`config.mk`:
```
export PLATFORM = sky130hd
export DESIGN_NAME = obb_cordic_cell
export DESIGN_NICKNAME = d
export VERILOG_FILES = /design/src/rtl/core/obb_pkg.sv /design/src/rtl/core/obb_cordic_cell.sv
export SDC_FILE = /design/constraint.sdc
export NUM_CORES = 1
export LEC_CHECK = 0
export ABC_AREA = 1
export BUFFER_PORTS_ARGS = -buffer_cell sky130_fd_sc_hd__buf_2
export CAP_MARGIN = 5
export CORE_MARGIN = 3
export CORE_UTILIZATION = 30
export CTS_CLUSTER_DIAMETER = 80
export DETAILED_ROUTE_END_ITERATION = 10
export SYNTH_ARGS = -nofsm -noshare
export SYNTH_HDL_FRONTEND = slang
export SYNTH_SLANG_ARGS = --single-unit
```
`constraint.sdc`:
```
create_clock -name clk -period 7.6 [get_ports clk]
set_clock_uncertainty 0.2 [all_clocks]
set_input_delay 1.52 -clock clk [delete_from_list [all_inputs] [get_ports clk]]
set_output_delay 1.52 -clock clk [all_outputs]
set_load 0.02 [all_outputs]
```
`src/rtl/core/obb_pkg.sv`:
```
// obb_pkg: shared types, constants and the arctangent table for the obb block
// used by obb_cordic_cell, obb_corner_unit and obb_corners_and_bounds
`timescale 1ns / 1ps
package obb_pkg;
  localparam int COORD_BITS = 32;
  localparam int ANGLE_BITS = 16;
  localparam int TRIG_FRAC = ((62 - COORD_BITS) < 30) ? (62 - COORD_BITS) : 30;
  localparam int CORDIC_STEPS = 30;
  localparam int CW = 33;  // cordic datapath width, q2.30 plus guard
  localparam int ZW = 32;
  localparam int TW = TRIG_FRAC + 2;
  localparam logic signed [CW-1:0] GAIN_INV = CW'(652032874);
  localparam logic signed [CW-1:0] ONE_Q30 = CW'(64'sd1 << 30);

  typedef struct packed {
    logic signed [COORD_BITS-1:0] center_x;
    logic signed [COORD_BITS-1:0] center_y;
    logic [COORD_BITS-2:0] size_x;
    logic [COORD_BITS-2:0] size_y;
    logic [ANGLE_BITS-1:0] angle;
  } obb_in_t;

  typedef struct packed {
    logic signed [COORD_BITS-1:0] corner0_x;
    logic signed [COORD_BITS-1:0] corner0_y;
    logic signed [COORD_BITS-1:0] corner1_x;
    logic signed [COORD_BITS-1:0] corner1_y;
    logic signed [COORD_BITS-1:0] corner2_x;
    logic signed [COORD_BITS-1:0] corner2_y;
    logic signed [COORD_BITS-1:0] corner3_x;
    logic signed [COORD_BITS-1:0] corner3_y;
    logic signed [COORD_BITS-1:0] min_x;
    logic signed [COORD_BITS-1:0] min_y;
    logic signed [COORD_BITS-1:0] max_x;
    logic signed [COORD_BITS-1:0] max_y;
  } obb_out_t;

  // word carried along the cell chain
  typedef struct packed {
    logic valid;
    logic signed [CW-1:0] x;
    logic signed [CW-1:0] y;
    logic signed [ZW-1:0] z;
    logic [1:0] quad;
    logic exact;
    logic signed [COORD_BITS-1:0] cx;
    logic signed [COORD_BITS-1:0] cy;
    logic [COORD_BITS-2:0] sx;
    logic [COORD_BITS-2:0] sy;
  } obb_cell_t;

  function automatic logic signed [ZW-1:0] atan_lut(input logic [4:0] i);
    logic signed [ZW-1:0] r;
    unique case (i)
      5'd0: r = 536870912;  5'd1: r = 316933406;  5'd2: r = 167458907;
      5'd3: r = 85004756;   5'd4: r = 42667331;   5'd5: r = 21354465;
      5'd6: r = 10679838;   5'd7: r = 5340245;    5'd8: r = 2670163;
      5'd9: r = 1335087;    5'd10: r = 667544;    5'd11: r = 333772;
      5'd12: r = 166886;    5'd13: r = 83443;     5'd14: r = 41722;
      5'd15: r = 20861;     5'd16: r = 10430;     5'd17: r = 5215;
      5'd18: r = 2608;      5'd19: r = 1304;      5'd20: r = 652;
      5'd21: r = 326;       5'd22: r = 163;       5'd23: r = 81;
      5'd24: r = 41;        5'd25: r = 20;        5'd26: r = 10;
      5'd27: r = 5;         5'd28: r = 3;         5'd29: r = 1;
      default: r = '0;
    endcase
    return r;
  endfunction
endpackage

```
`src/rtl/core/obb_cordic_cell.sv`:
```
// obb_cordic_cell: one cordic micro-rotation stage of the chain
// depends on obb_pkg
`timescale 1ns / 1ps
module obb_cordic_cell
  import obb_pkg::*;
(
  input  logic       clk,
  input  logic       rst_n,
  input  logic       en,
  input  logic [4:0] step,
  input  obb_cell_t  cell_in,
  output obb_cell_t  cell_out
);
  obb_cell_t cell_r, cell_nxt;
  logic signed [CW-1:0] dx, dy;

  always_comb begin
    cell_nxt = cell_in;
    dx = cell_in.y >>> step;
    dy = cell_in.x >>> step;
    if (!cell_in.exact) begin
      if (cell_in.z >= 0) begin
        cell_nxt.x = cell_in.x - dx;
        cell_nxt.y = cell_in.y + dy;
        cell_nxt.z = cell_in.z - atan_lut(step);
      end else begin
        cell_nxt.x = cell_in.x + dx;
        cell_nxt.y = cell_in.y - dy;
        cell_nxt.z = cell_in.z + atan_lut(step);
      end
    end
  end

  always_ff @(posedge clk) begin
    if (!rst_n) begin
      cell_r.valid <= 1'b0;
    end else if (en) begin
      cell_r <= cell_nxt;
    end
  end

  assign cell_out = cell_r;
endmodule

```
## Word level (Yosys, flattened, before mapping)

Memories as Yosys holds them, arrays and structs flattened.
Index checks and enable logic that the tools add are counted.

- Register bits after elaboration: 228
- Memory bits (read-only): 1920
- Bits of input ports: 236
- Output and inout port bits: 228
- Logic and storage cells: 28
- Memories: 2

Memories:

| name | depth | width | read ports | clocked after memory_dff | wr ports | RTL line | text |
|---|---|---|---|---|---|---|---|
| (no name shown) | 32 | 30 | 1 | 0 | 0 | obb_pkg.sv:54 | `unique case (i)` |
| (no name shown) | 32 | 30 | 1 | 0 | 0 | obb_pkg.sv:54 |  |

- Add/sub/neg operators: 6
- Magnitude comparators: 1
- Shifts and indexed selects: 2
- Multiplexer cells: 6
- Reductions and logical operators: 1

Operators with widths:

| cell | number |
|---|---|
| $mux 98 | 2 |
| $mux 32 | 4 |
| $add 33x33->33 | 2 |
| $sshr 33x5->33 | 2 |
| $sub 33x33->33 | 2 |
| $add 32x32->32 | 1 |
| $ge 32x1->1 const B | 1 |
| $sub 32x32->32 | 1 |
| $reduce_and 2->1 | 1 |

## Depth between registers and ports, before layout

- Word-level depth: 6
- Gate-level depth with buffers: 39
- Depth with buffers taken out: 36

## Least setup slack after synthesis

Ideal clock, no wire load.

- Path kind: in2reg
- Start point: input port rst_n
- End point: register cell_r (netlist bit cell_out[0]) (enable)
- Library setup time: 578 ps
- Data arrival time: 5910 ps
- Required time: 6822 ps
- Setup slack: 912 ps
- Stages: 2
- Buffers on the path: 0
- Path through: nand2_1 > inv_1

- Word-level cells in the longest chain between the ends: 1

Ends and longest elaborated chain:

| element | RTL line | text |
|---|---|---|
| start, declared | obb_cordic_cell.sv:8 | `input logic rst_n,` |
| $reduce_and 2->1 (no line) | n/a |  |
| end signal, assigned | obb_cordic_cell.sv:38 | `cell_r <= cell_nxt;` |
| end, declared | obb_cordic_cell.sv:14 | `obb_cell_t cell_r, cell_nxt;` |

Every way passes these cells.
A chain may end at the register's enable or synchronous reset.

==> flow_summary.json <==
{
  "status": "completed",
  "cpPeakStageDelay_ns": 0.50,
  "period_minus_slack_ns": 6.37,
  "clock_sinks": 228,
  "seq_power_share_pct": 31.0,
  "hold_path_class": "flop to flop",
  "use_met2_pct": 37.8,
  "cp_data_arrival_time_ns": 6.53,
  "area.growth.synth_to_final_pct": 21.1,
  "htreeDepth": 1,
  "vdd_drop_max_v": 0.000192,
  "largest_register_ffs": 228,
  "chipWidth_um": 264,
  "rr_worst_depth": 2,
  "fp-row-count": 94,
  "tns_ns": 0,
  "numCtsBuffers": 31,
  "tightest_slew_ns": 1.04,
  "min_period_over_period_pct": 83.9,
  "synthesis.area_um2": 20000,
  "core_um2": 66000,
  "cts_hold_buf": 0,
  "path_depth": 26,
  "use_met1_pct": 28.2,
  "drt-pass1-iter-count": 6,
  "num-nets-final": 3652,
  "grt_max_degree": 164,
  "place.port_buffers": 463,
  "drive_gt1_share_pct": 20.1,
  "max-cap-violations": 0,
  "grt_pass1_vias": 19800,
  "crit_type": "primary input to flop",
  "cpLargestDelayFamily": "compound AO/OA/AOI/OAI gates",
  "die_y_um": 264,
  "slew_headroom_pct": 30.5,
  "dpl_worst_slack_ns": 0.646,
  "critPathCaptureType": "flop",
  "io-pin-count": 464,
  "clock_latency_ns": 0.61,
  "combPwrFrac_pct": 39.5,
  "start_util_pct": 30.4,
  "drcViolationCount": 0,
  "yosys_warnings": 0,
  "layout_setup_ws_ns": 1.23,
  "power_frac_clock_pct": 29.4,
  "whs_path_depth": 2,
  "cts-resized-gates": 0,
  "cp_data_required_time_ns": 7.76,
  "placed_area_um2": 23200,
  "path_clk_slew_ns": 0.06,
  "swShare_pct": 39.5,
  "wl_um": 81700,
  "root_buffer": "clkbuf_16",
  "hold_viol_final": 0,
  "cts_max_path_buffers": 3,
  "dp_hpwl_um": 66400,
  "path_buf_inv": 4,
  "grt_pass1_wl_um": 121000,
  "cts_tree": "built",
  "grt_util_met3_pct": 4.73,
  "cp_slowest_cell": "o21ai_0",
  "ys_ff_latch": 228,
  "finish.utilization_pct": 36.8,
  "top_usage_layer": "met2",
  "antenna_found_initial": 15,
  "timing.fmax_mhz": 157,
  "synth_cells": 2885,
  "power.leakage_nw": 11.7,
  "setup_viol_count_final": 0,
  "crit_top_cell": "nand2_1",
  "report.final.slew_viol_count": 0,
  "avgViaCountPerCell": 5.02,
  "grt_setup_unrepaired": "no",
  "critPathLaunchType": "primary input",
  "design_area_um2": 24200,
  "wl_per_cell_um": 19.4,
  "intPower_mw": 3.03,
  "synth_nets": 3229,
  "synth.yosys.seq_area_share_pct": 34.1,
  "pwr_density_cell_nw_per_um2": 207,
  "ant_nets": 0,
  "synth_area_per_cell_um2": 6.94,
  "synth_cell_types": 55,
  "critPathMaxFanout": 56,
  "vias": 21100,
  "p_switching_mw": 1.98,
  "grt_use_total_pct": 22.3,
  "cts_setup_buffers": 0,
  "first_iter_violations": 2198,
  "place.gp.congestion": 0.963,
  "die-area_um2": 69900,
  "gr-total-overflow": 0
}
worst min-delay path: cells and delay by family, from the launching register on:
family / cells / cell delay (ns)
AO/OA/AOI/OAI: 2 / 0.19
flip-flops: 1 / 0.31
metal layers:
metal,vias to the layer above,routed length (um)
li1,10500,-
met1,9565,33800
met2,874,38200
met3,132,6650
met4,16,2950
met5,-,101
final timing paths:
kind | startpoint | endpoint | slack, ns
max | step[0] | cell_out[153]$_DFFE_PP_ | 1.23
min | cell_out[227]$_SDFFE_PN0P_ | cell_out[227]$_SDFFE_PN0P_ | 0.34
max reg2reg | cell_out[227]$_SDFFE_PN0P_ | cell_out[227]$_SDFFE_PN0P_ | 6.78
min reg2reg | cell_out[227]$_SDFFE_PN0P_ | cell_out[227]$_SDFFE_PN0P_ | 0.34
layout by cell type (no fill, tap or decap), types with 11 or more instances in the layout:
cell	instances
a21oi_1	150
a31oi_1	19
buf_2	462
buf_4	28
clkbuf_16	31
edfxtp_1	227
ha_1	105
inv_1	264
inv_2	16
nand2_1	909
nand2_2	19
nand3_1	366
nand4_1	19
nor2_1	230
nor3_1	35
nor4_1	11
o21ai_0	122
o21ai_1	21
or2_2	57
xnor2_1	37
xor2_1	59
cells in the mapped netlist (all sizes together):
master,number,share of area [%]
dfxtp,1,0.10
and3,2,0.062
buf,59,1.6
edfxtp,227,34
o32ai,2,0.087
a21o,7,0.26
a31oi,19,0.59
o211ai,6,0.22
o21a,9,0.34
o221ai,4,0.17
nor4,11,0.34
o21bai,9,0.34
xnor2,37,1.6
a21oi,153,3.9
o31ai,7,0.31
nand3b,2,0.075
a221oi,9,0.39
a22oi,3,0.11
nand2,930,18
a32o,1,0.050
nor2,243,4.8
xor2,59,2.6
nor3b,2,0.12
ha,105,6.6
nor3,36,0.92
o311ai,1,0.044
nand4,19,0.59
a2111oi,1,0.044
and2,2,0.062
a211oi,4,0.15
inv,282,5.3
o22ai,5,0.16
clkbuf,44,0.82
o21ai,148,3.8
fa,3,0.30
or2,60,1.9
nand3,371,9.4
a21boi,2,0.075
cell type report:
cell class,count,area [um2]
Tap cell,864,1080
Clock inverter,22,236
Antenna cell,6,15.0
Multi-Input combinational cell,2272,11600
Sequential cell,228,6840
Fill cell,7149,41700
Timing Repair Buffer,493,2580
Inverter,282,1070
Clock buffer,34,787
power groups by stage:
| stage | combinational [mW] | sequential (mW) | clock [mW] |
|---|---|---|---|
| after floorplan | 1.21 | 1.72 | 0 |
| after global placement | 1.96 | 1.58 | 0 |
| after detailed placement | 1.96 | 1.58 | 0 |
| after CTS | 1.97 | 1.56 | 1.53 |
| after global routing | 2.21 | 1.56 | 1.57 |
| final | 1.98 | 1.56 | 1.48 |
per-stage QoR:
stage	hold slack, ns	instances	total power, mW
after floorplan	0.406	2885	2.93
after global placement	0.328	4139	3.54
after detailed placement	0.326	4139	3.55
after CTS	0.337	4195	5.05
after global routing	0.406	4198	5.35
final	0.341	4201	5.01
kinds of logic (layout without fill, tap and decap cells):
logic type               count (synthesis)  count (layout)  share of synthesized area (%)
AND/OR/NAND/NOR                       1678            1678                           36.0
AO/OA/AOI/OAI                          390             390                           11.0
buffers and inverters                  385             831                           7.75
flip-flops                             228             228                           34.1
adder cells (fa/ha/maj)                108             108                           6.86
XOR/XNOR                                96              96                           4.20
other                                    0               6                              0
(Power assumes the default switching activity.)
